$ cat config.mk
export PLATFORM = sky130hd
export DESIGN_NAME = masked_grid_top_k_select
export DESIGN_NICKNAME = d
export VERILOG_FILES = /design/src/hdl/mgtk_pkg.sv /design/src/hdl/mgtk_ram.sv /design/src/hdl/mgtk_ctrl.sv /design/src/hdl/mgtk_dp.sv /design/src/hdl/masked_grid_top_k_select.sv
export SDC_FILE = /design/constraint.sdc
export NUM_CORES = 2
export LEC_CHECK = 0
export BUFFER_PORTS_ARGS = -buffer_cell sky130_fd_sc_hd__clkbuf_2
export CAP_MARGIN = 20
export CORE_AREA = 5 5 407 409
export DETAILED_ROUTE_END_ITERATION = 10
export DIE_AREA = 0 0 412 414
export MAX_ROUTING_LAYER = met4
export PLACE_DENSITY = 0.76
export SETUP_SLACK_MARGIN = 0.5
export SYNTH_ARGS = -nofsm -noshare
export SYNTH_HDL_FRONTEND = slang
export SYNTH_SLANG_ARGS = --single-unit
export TNS_END_PERCENT = 1
$ cat constraint.sdc
create_clock -name clk -period 6.7 [get_ports clk]
set_clock_uncertainty 0.15 [all_clocks]
set_input_delay 1.34 -clock clk [delete_from_list [all_inputs] [get_ports clk]]
set_output_delay 1.34 -clock clk [all_outputs]
set_load 0.02 [all_outputs]
$ cat src/hdl/mgtk_pkg.sv
package mgtk_pkg;

	// default grid shape
	localparam int DEF_GRID_ROWS = 8;
	localparam int DEF_GRID_COLS = 16;

	// field widths
	localparam int COUNT_W = 16;
	localparam int TOPK_W  = 7;
	localparam int ROW_W   = 3;
	localparam int COL_W   = 4;

	// stored word: mark, hole, count
	localparam int WORD_W = COUNT_W + 2;

	// most selections per load
	localparam logic [TOPK_W-1:0] MAX_SELECT = 7'd64;

	// input item
	typedef struct packed {
		logic [COUNT_W-1:0] cell_count;
		logic               is_hole;
	} cell_t;

	// result item
	typedef struct packed {
		logic [ROW_W-1:0]   sel_row;
		logic [COL_W-1:0]   sel_col;
		logic [COUNT_W-1:0] sel_count;
		logic               last_of_run;
	} sel_t;

	// controller states
	typedef enum logic [1:0] {
		ST_LOAD,
		ST_REF,
		ST_SEL,
		ST_EMIT
	} state_t;

	// controller to datapath
	typedef struct packed {
		logic load_wr;
		logic scan_start;
		logic scan_ref;
		logic emit;
		logic last;
	} cmd_t;

	// datapath to controller
	typedef struct packed {
		logic load_last;
		logic scan_done;
		logic scan_busy;
		logic out_free;
	} sts_t;

endpackage

$ cat src/hdl/mgtk_ram.sv
module mgtk_ram #(
	parameter int WIDTH = 8,
	parameter int DEPTH = 16,
	localparam int AW = (DEPTH > 1) ? $clog2(DEPTH) : 1
) (
	input  logic             clk,
	input  logic             wr_en,
	input  logic [AW-1:0]    wr_addr,
	input  logic [WIDTH-1:0] wr_data,
	input  logic             rd_en,
	input  logic [AW-1:0]    rd_addr,
	output logic [WIDTH-1:0] rd_data
);

	logic [WIDTH-1:0] mem [DEPTH];

	// one write port, one registered read port
	always_ff @(posedge clk) begin
		if (wr_en) begin
			mem[wr_addr] <= wr_data;
		end
		if (rd_en) begin
			rd_data <= mem[rd_addr];
		end
	end

endmodule

$ cat src/hdl/mgtk_ctrl.sv
module mgtk_ctrl
	import mgtk_pkg::*;
(
	input  logic              clk,
	input  logic              arst_n,
	input  logic              cell_valid,
	output logic              cell_stall,
	input  logic              cfg_valid,
	output logic              cfg_ready,
	input  logic [TOPK_W-1:0] cfg_data,
	input  sts_t              sts,
	output cmd_t              cmd
);

	state_t            state_q, state_nxt;
	logic [TOPK_W-1:0] top_k_q;
	logic [TOPK_W-1:0] round_q;
	logic [TOPK_W-1:0] rounds;

	// config register
	assign cfg_ready = 1'b1;

	always_ff @(posedge clk or negedge arst_n) begin
		if (!arst_n) begin
			top_k_q <= '0;
		end else if (cfg_valid) begin
			top_k_q <= cfg_data;
		end
	end

	// saturated round count
	assign rounds = (top_k_q > MAX_SELECT) ? MAX_SELECT : top_k_q;

	// state register
	always_ff @(posedge clk or negedge arst_n) begin
		if (!arst_n) begin
			state_q <= ST_LOAD;
		end else begin
			state_q <= state_nxt;
		end
	end

	// round counter
	always_ff @(posedge clk or negedge arst_n) begin
		if (!arst_n) begin
			round_q <= '0;
		end else if (cmd.load_wr && sts.load_last) begin
			round_q <= '0;
		end else if (cmd.emit) begin
			round_q <= round_q + TOPK_W'(1);
		end
	end

	// next state and commands
	always_comb begin
		state_nxt      = state_q;
		cmd            = '0;
		cmd.last       = ((round_q + TOPK_W'(1)) == rounds);
		cell_stall     = 1'b1;
		case (state_q)
			ST_LOAD: begin
				cell_stall = 1'b0;
				if (cell_valid) begin
					cmd.load_wr = 1'b1;
					if (sts.load_last && (rounds != '0)) begin
						cmd.scan_start = 1'b1;
						cmd.scan_ref   = 1'b1;
						state_nxt      = ST_REF;
					end
				end
			end
			ST_REF: begin
				if (sts.scan_done) begin
					cmd.scan_start = 1'b1;
					state_nxt      = ST_SEL;
				end
			end
			ST_SEL: begin
				if (sts.scan_done) begin
					state_nxt = ST_EMIT;
				end
			end
			ST_EMIT: begin
				if (sts.out_free) begin
					cmd.emit = 1'b1;
					if (cmd.last) begin
						state_nxt = ST_LOAD;
					end else begin
						cmd.scan_start = 1'b1;
						state_nxt      = ST_SEL;
					end
				end
			end
			default: begin
				state_nxt = ST_LOAD;
			end
		endcase
	end

endmodule

$ cat src/hdl/mgtk_dp.sv
module mgtk_dp
	import mgtk_pkg::*;
#(
	parameter int GRID_ROWS = DEF_GRID_ROWS,
	parameter int GRID_COLS = DEF_GRID_COLS
) (
	input  logic  clk,
	input  logic  arst_n,
	input  cell_t cell_item,
	output sel_t  sel_item,
	output logic  sel_valid,
	input  logic  sel_stall,
	input  cmd_t  cmd,
	output sts_t  sts
);

	localparam int CELLS = GRID_ROWS * GRID_COLS;
	localparam int IDX_W = (CELLS > 1) ? $clog2(CELLS) : 1;
	localparam int RW    = (GRID_ROWS > 1) ? $clog2(GRID_ROWS) : 1;
	localparam int CW    = (GRID_COLS > 1) ? $clog2(GRID_COLS) : 1;
	localparam logic [IDX_W-1:0] LAST_IDX = IDX_W'(CELLS - 1);
	localparam logic [CW-1:0]    LAST_COL = CW'(GRID_COLS - 1);

	logic [IDX_W-1:0] load_pos_q;

	// scan address side
	logic             scan_act_q;
	logic             scan_ref_q;
	logic [IDX_W-1:0] scan_idx_q;
	logic [RW-1:0]    scan_row_q;
	logic [CW-1:0]    scan_col_q;

	// read data side
	logic             rd_vld_s1;
	logic             first_s1;
	logic             last_s1;
	logic [IDX_W-1:0] idx_s1;
	logic [RW-1:0]    row_s1;
	logic [CW-1:0]    col_s1;

	// reference and candidate
	logic               ref_hole_q, cand_hole_q;
	logic [COUNT_W-1:0] ref_cnt_q, cand_cnt_q;
	logic [IDX_W-1:0]   ref_idx_q, cand_idx_q;
	logic [RW-1:0]      ref_row_q, cand_row_q;
	logic [CW-1:0]      ref_col_q, cand_col_q;

	// memory ports
	logic               wr_en;
	logic [IDX_W-1:0]   wr_addr;
	logic [WORD_W-1:0]  wr_data;
	logic [WORD_W-1:0]  rd_data;
	logic               rd_mark, rd_hole;
	logic [COUNT_W-1:0] rd_cnt;
	logic [COUNT_W-1:0] base_cnt;
	logic               ref_take, cand_take;

	logic               out_valid_q;
	sel_t               out_q;
	logic [RW+ROW_W-1:0] row_ext;
	logic [CW+COL_W-1:0] col_ext;

	// load position, wraps after the final cell
	always_ff @(posedge clk or negedge arst_n) begin
		if (!arst_n) begin
			load_pos_q <= '0;
		end else if (cmd.load_wr) begin
			load_pos_q <= (load_pos_q == LAST_IDX) ? '0 : load_pos_q + IDX_W'(1);
		end
	end

	// write port: cell load clears the mark, emit sets it
	always_comb begin
		wr_en   = cmd.load_wr || cmd.emit;
		wr_addr = cmd.load_wr ? load_pos_q : cand_idx_q;
		wr_data = cmd.load_wr ? {1'b0, cell_item.is_hole, cell_item.cell_count}
		                      : {1'b1, cand_hole_q, cand_cnt_q};
	end

	mgtk_ram #(
		.WIDTH (WORD_W),
		.DEPTH (CELLS)
	) u_store (
		.clk     (clk),
		.wr_en   (wr_en),
		.wr_addr (wr_addr),
		.wr_data (wr_data),
		.rd_en   (scan_act_q),
		.rd_addr (scan_idx_q),
		.rd_data (rd_data)
	);

	// scan address counter with row and column
	always_ff @(posedge clk or negedge arst_n) begin
		if (!arst_n) begin
			scan_act_q <= 1'b0;
			scan_ref_q <= 1'b0;
			scan_idx_q <= '0;
			scan_row_q <= '0;
			scan_col_q <= '0;
		end else if (cmd.scan_start) begin
			scan_act_q <= 1'b1;
			scan_ref_q <= cmd.scan_ref;
			scan_idx_q <= '0;
			scan_row_q <= '0;
			scan_col_q <= '0;
		end else if (scan_act_q) begin
			if (scan_idx_q == LAST_IDX) begin
				scan_act_q <= 1'b0;
			end
			scan_idx_q <= scan_idx_q + IDX_W'(1);
			if (scan_col_q == LAST_COL) begin
				scan_col_q <= '0;
				scan_row_q <= scan_row_q + RW'(1);
			end else begin
				scan_col_q <= scan_col_q + CW'(1);
			end
		end
	end

	// position of the word coming out of memory
	always_ff @(posedge clk or negedge arst_n) begin
		if (!arst_n) begin
			rd_vld_s1 <= 1'b0;
		end else begin
			rd_vld_s1 <= scan_act_q;
		end
	end

	always_ff @(posedge clk) begin
		first_s1 <= (scan_idx_q == '0);
		last_s1  <= (scan_idx_q == LAST_IDX);
		idx_s1   <= scan_idx_q;
		row_s1   <= scan_row_q;
		col_s1   <= scan_col_q;
	end

	// compare against the running reference or candidate
	always_comb begin
		{rd_mark, rd_hole, rd_cnt} = rd_data;
		base_cnt  = first_s1 ? ref_cnt_q : cand_cnt_q;
		ref_take  = first_s1 || (!rd_hole && (rd_cnt <= ref_cnt_q));
		cand_take = !rd_hole && !rd_mark && (rd_cnt >= base_cnt);
	end

	// reference update during the reference scan
	always_ff @(posedge clk) begin
		if (rd_vld_s1 && scan_ref_q && ref_take) begin
			ref_hole_q <= rd_hole;
			ref_cnt_q  <= rd_cnt;
			ref_idx_q  <= idx_s1;
			ref_row_q  <= row_s1;
			ref_col_q  <= col_s1;
		end
	end

	// candidate update, seeded from the reference on the first word
	always_ff @(posedge clk) begin
		if (rd_vld_s1 && !scan_ref_q) begin
			if (cand_take) begin
				cand_hole_q <= rd_hole;
				cand_cnt_q  <= rd_cnt;
				cand_idx_q  <= idx_s1;
				cand_row_q  <= row_s1;
				cand_col_q  <= col_s1;
			end else if (first_s1) begin
				cand_hole_q <= ref_hole_q;
				cand_cnt_q  <= ref_cnt_q;
				cand_idx_q  <= ref_idx_q;
				cand_row_q  <= ref_row_q;
				cand_col_q  <= ref_col_q;
			end
		end
	end

	// row and column masked to the output widths
	assign row_ext = {{ROW_W{1'b0}}, cand_row_q};
	assign col_ext = {{COL_W{1'b0}}, cand_col_q};

	// output register
	always_ff @(posedge clk or negedge arst_n) begin
		if (!arst_n) begin
			out_valid_q <= 1'b0;
		end else if (cmd.emit) begin
			out_valid_q <= 1'b1;
		end else if (!sel_stall) begin
			out_valid_q <= 1'b0;
		end
	end

	always_ff @(posedge clk) begin
		if (cmd.emit) begin
			out_q.sel_row     <= row_ext[ROW_W-1:0];
			out_q.sel_col     <= col_ext[COL_W-1:0];
			out_q.sel_count   <= cand_cnt_q;
			out_q.last_of_run <= cmd.last;
		end
	end

	assign sel_valid = out_valid_q;
	assign sel_item  = out_q;

	// status
	assign sts.load_last = (load_pos_q == LAST_IDX);
	assign sts.scan_done = rd_vld_s1 && last_s1;
	assign sts.scan_busy = scan_act_q || rd_vld_s1;
	assign sts.out_free  = !out_valid_q || !sel_stall;

endmodule

$ cat src/hdl/masked_grid_top_k_select.sv
// masked_grid_top_k_select: picks the top_k highest-count non-hole cells of a grid
//
// cell channel (cell_valid / cell_stall / cell_item): one cell per transfer,
// row-major, GRID_ROWS*GRID_COLS transfers make one load. Cells are taken one
// per cycle while the block is loading.
// sel channel (sel_valid / sel_stall / sel_item): min(top_k, 64) results per
// load, the final one flagged by last_of_run.
// cfg channel (cfg_valid / cfg_ready / cfg_data): writes top_k; always ready,
// to be written only while the block is idle.
// After the final cell the block runs a reference scan over the cell memory
// (one memory read per cycle), then per selection one scan of the cell memory
// and one load of the output register; cell_stall stays high until the last
// result sits in the output register.
// A stalled receiver holds the output register and pauses selection; the next
// load can start while the last result still waits to be taken.
// Reset (arst_n low) clears the load position, top_k and the output valid.
module masked_grid_top_k_select
	import mgtk_pkg::*;
#(
	parameter int GRID_ROWS = DEF_GRID_ROWS,
	parameter int GRID_COLS = DEF_GRID_COLS
) (
	input  logic              clk,
	input  logic              arst_n,
	input  logic              cell_valid,
	output logic              cell_stall,
	input  cell_t             cell_item,
	output logic              sel_valid,
	input  logic              sel_stall,
	output sel_t              sel_item,
	input  logic              cfg_valid,
	output logic              cfg_ready,
	input  logic [TOPK_W-1:0] cfg_data
);

	cmd_t cmd;
	sts_t sts;

	// sequencing of load, scans and emits
	mgtk_ctrl u_ctrl (
		.clk        (clk),
		.arst_n     (arst_n),
		.cell_valid (cell_valid),
		.cell_stall (cell_stall),
		.cfg_valid  (cfg_valid),
		.cfg_ready  (cfg_ready),
		.cfg_data   (cfg_data),
		.sts        (sts),
		.cmd        (cmd)
	);

	// cell memory, compare and output register
	mgtk_dp #(
		.GRID_ROWS (GRID_ROWS),
		.GRID_COLS (GRID_COLS)
	) u_dp (
		.clk       (clk),
		.arst_n    (arst_n),
		.cell_item (cell_item),
		.sel_item  (sel_item),
		.sel_valid (sel_valid),
		.sel_stall (sel_stall),
		.cmd       (cmd),
		.sts       (sts)
	);

	// an emit only goes into a free output register
	assert property (@(posedge clk) disable iff (!arst_n) cmd.emit |-> sts.out_free)
		else $error("emit while output register busy");

	// a scan only starts when idle or as the previous one hands over its last word
	assert property (@(posedge clk) disable iff (!arst_n)
		cmd.scan_start |-> (!sts.scan_busy || sts.scan_done))
		else $error("scan started while busy");

	// cell load and mark write never share the write port
	assert property (@(posedge clk) disable iff (!arst_n) !(cmd.load_wr && cmd.emit))
		else $error("write port conflict");

	// no cell transfer while a scan is in flight
	assert property (@(posedge clk) disable iff (!arst_n)
		sts.scan_busy |-> cell_stall)
		else $error("cell taken during scan");

endmodule
==> flow_summary.toml <==
[logic_synthesis]
synth_ff_type = "edfxtp_1"
syn_inst = 4346
synth_warnings = 0
synth_top_area_frac = 0.753
syn_nets = 4413
synth-edff-count = 2408
netlist_area_mm2 = 0.0961
synth_top_area_cell = "edfxtp_1"
synthArstFlopShare = 0.0166
ys_seq_area_frac = 0.767
ys_seq_elements = 2465
syn_avg_cell_area_um2 = 22.1
synth_area_leaders = "edfxtp_1, mux4_2, mux2i_1"
synth_cell_types = 73

[timing]
max_freq_mhz = 202
fin_crit_ns = 4.95
fin_tns_setup_ns = 0
grt_setup_unrepaired = "no"
worst_slew_pin_slew_ns = 1.23
maxSlewViolCount = 0
hold_viol = 0
setup_viol = 0
min_period_over_period = 0.739
hold_ws_ns = 0.240
maxSlewHeadroom = 0.179

[detailed_routing]
routed_wirelength_mm = 240
dr.pass1.iters = 8
post_drt_wl_per_cell_um = 34.5
via_count = 47200
drc_errors = 0
vias_per_cell = 6.80
postRouteAntennaNets = 0
drtIter0Drc = 7318

[global_routing]
antenna_found_initial = 7
grt_overflow = 0
grt_usage = 0.291
grt_max_degree = 129
grt_pass1_wl_mm = 342
grt_pass1_vias = 46700

[run]
cap_viol_max_count = 0

[worst_setup_path]
crit_path_max_fanout = 38
critical_path_required_ns = 7.03
endpoint_kind = "flip-flop"
arrival_ns = 5.28
crit_type = "reg -> reg"
rr_worst_depth = 9
start_kind = "flip-flop"

[clocking]
clkLatencyLatePin_ns = 0.88
numClockSinks = 2465
clk_pin_slew_ns = 0.06
cts_tree = "built"
clockBufferDepth = 3
hold_buffers = 0
h-tree-depth = 4
cts_resized = 0
clockRootBuffer = "clkbuf_16"
post_cts_buffers = 0
numCtsBuffers = 225

[cells_and_area]
finalCoreUtilization = 0.662
multi_input_area_mm2 = 0.0213
seq_area_mm2 = 0.0737
areaGrowthSynthToFinish_pct = 11.4
fin_cells = 6952
nFillCells = 9787
layout-drive-gt1-share = 0.291
final_cell_area_mm2 = 0.107
fin_nets = 4652

[run_status]
status = "finished clean"

[floorplanning]
io_pins = 56
die_w_um = 412
die_y_um = 414
core_area_mm2 = 0.162
num_rows = 148
fp.dieArea_mm2 = 0.171
start_util = 0.594

[placement]
io_buffers = 54
dpl_cell_area_mm2 = 0.0996
place_inst = 6513
dpl.hpwl_mm = 142
place_congestion = 0.997

[power]
power_density_mw_per_mm2 = 451
ir_drop_v = 0.000609
p_leak_uw = 0.0339

[min_path]
min_path_type = "reg -> reg"
hold_path_depth = 0
synthesized netlist by cell type, types with 13 or more instances:
library cell,n
a211oi_1,20
a21oi_1,46
a22oi_1,17
a31oi_1,15
buf_1,20
buf_2,53
buf_4,31
buf_6,28
clkbuf_1,76
dfrtp_1,41
dfxtp_1,16
edfxtp_1,2408
ha_1,38
inv_1,43
mux2_2,48
mux2i_1,152
mux4_2,624
nand2_1,171
nand3_1,26
nand3b_1,13
nor2_1,193
nor3_1,20
o211ai_1,16
o21ai_0,16
o221ai_1,14
o22ai_1,29
xnor2_1,15
kinds of logic after synthesis:
kind of cell / share of synthesized area
flops: 0.767
mux: 0.171
simple gates: 0.0220
buf+inv: 0.0167
compound gates: 0.0167
fa+ha+maj: 0.00495
xor+xnor: 0.00233
other cells: 0.0000390
where the power goes:
part           total [uW]  internal, uW  switching, uW  leakage, uW
clock network       12400          6740           5650      0.00345
registers           20400         19800            581       0.0223
logic               15500          5400          10100      0.00814
sequential cells by signal (all words and copies together) (netlist names), 7 cells and up:
register              cells
u_ctrl.round_q            7
u_ctrl.top_k_q            7
u_dp.cand_cnt_q          16
u_dp.cand_idx_q           7
u_dp.idx_s1               7
u_dp.load_pos_q           7
u_dp.ref_cnt_q           16
u_dp.ref_idx_q            7
u_dp.scan_idx_q           7
u_dp.sel_item            24
u_dp.u_store.mem       2304
u_dp.u_store.rd_data     18
critical path: stages, from the launching register on:
cell      delay (ns)
dfrtp_1         0.42
nor2_1          0.10
and2_1          0.49
inv_4           0.54
buf_4           0.51
nand3b_1        0.14
nand2_1         0.20
nand3_1         0.65
buf_4           0.49
nor2_2          0.85
area by class of cell:
type	count	area share
diodes	4	0.0000935
multi-input cells	1614	0.199
repair buffers	235	0.0195
flip-flops and latches	2465	0.688
clock buffers	268	0.0545
inverters	44	0.00158
clock inverters	147	0.0118
well taps	2175	0.0254
through the flow:
| stage | power [uW] | setup WS (ns) |
|---|---|---|
| CTS | 48100 | 1.87 |
| global route | 49600 | 1.53 |
| floorplan | 30000 | 1.29 |
| global placement | 35500 | 1.18 |
| finish | 48300 | 1.75 |
| detailed placement | 35800 | 1.11 |
worst paths after layout:
kind | startpoint | to | slack, ns
worst max-delay path | u_ctrl.state_q[1] | u_dp.u_store.mem[1][12] | 1.75
worst min-delay path | u_dp.scan_act_q | u_dp.rd_vld_s1 | 0.24
worst max register to register | u_ctrl.state_q[1] | u_dp.u_store.mem[1][12] | 1.75
worst min register to register | u_dp.scan_act_q | u_dp.rd_vld_s1 | 0.24
max in group asynchronous | arst_n | u_dp.scan_idx_q[2] | 5.51
min in group asynchronous | arst_n | u_ctrl.round_q[0] | 0.41
cell usage in the layout, fill, tap and decap left out, types with 17 or more instances in the layout:
master,instances
clkbuf_2,54
nand3_1,26
buf_12,21
a211oi_1,20
inv_1,41
edfxtp_1,2408
a22oi_1,17
mux2_2,48
mux2i_1,152
nor2_1,68
ha_1,38
buf_4,140
mux4_2,624
clkbuf_16,227
clkinv_2,46
dfrtp_1,34
clkinv_1,61
o22ai_1,29
nand2_1,154
nor2_2,125
nor3_1,20
a21oi_1,45
clkbuf_1,41
per-layer routing:
metal  vias up  global-route usage  share of wire
met2      3250               0.436           0.48
met1     24700               0.392           0.36
met5         -                   -              0
li1      18700                   -              -
met4         0               0.113          0.048
met3       580              0.0739           0.12
(Power assumes the default switching activity.)
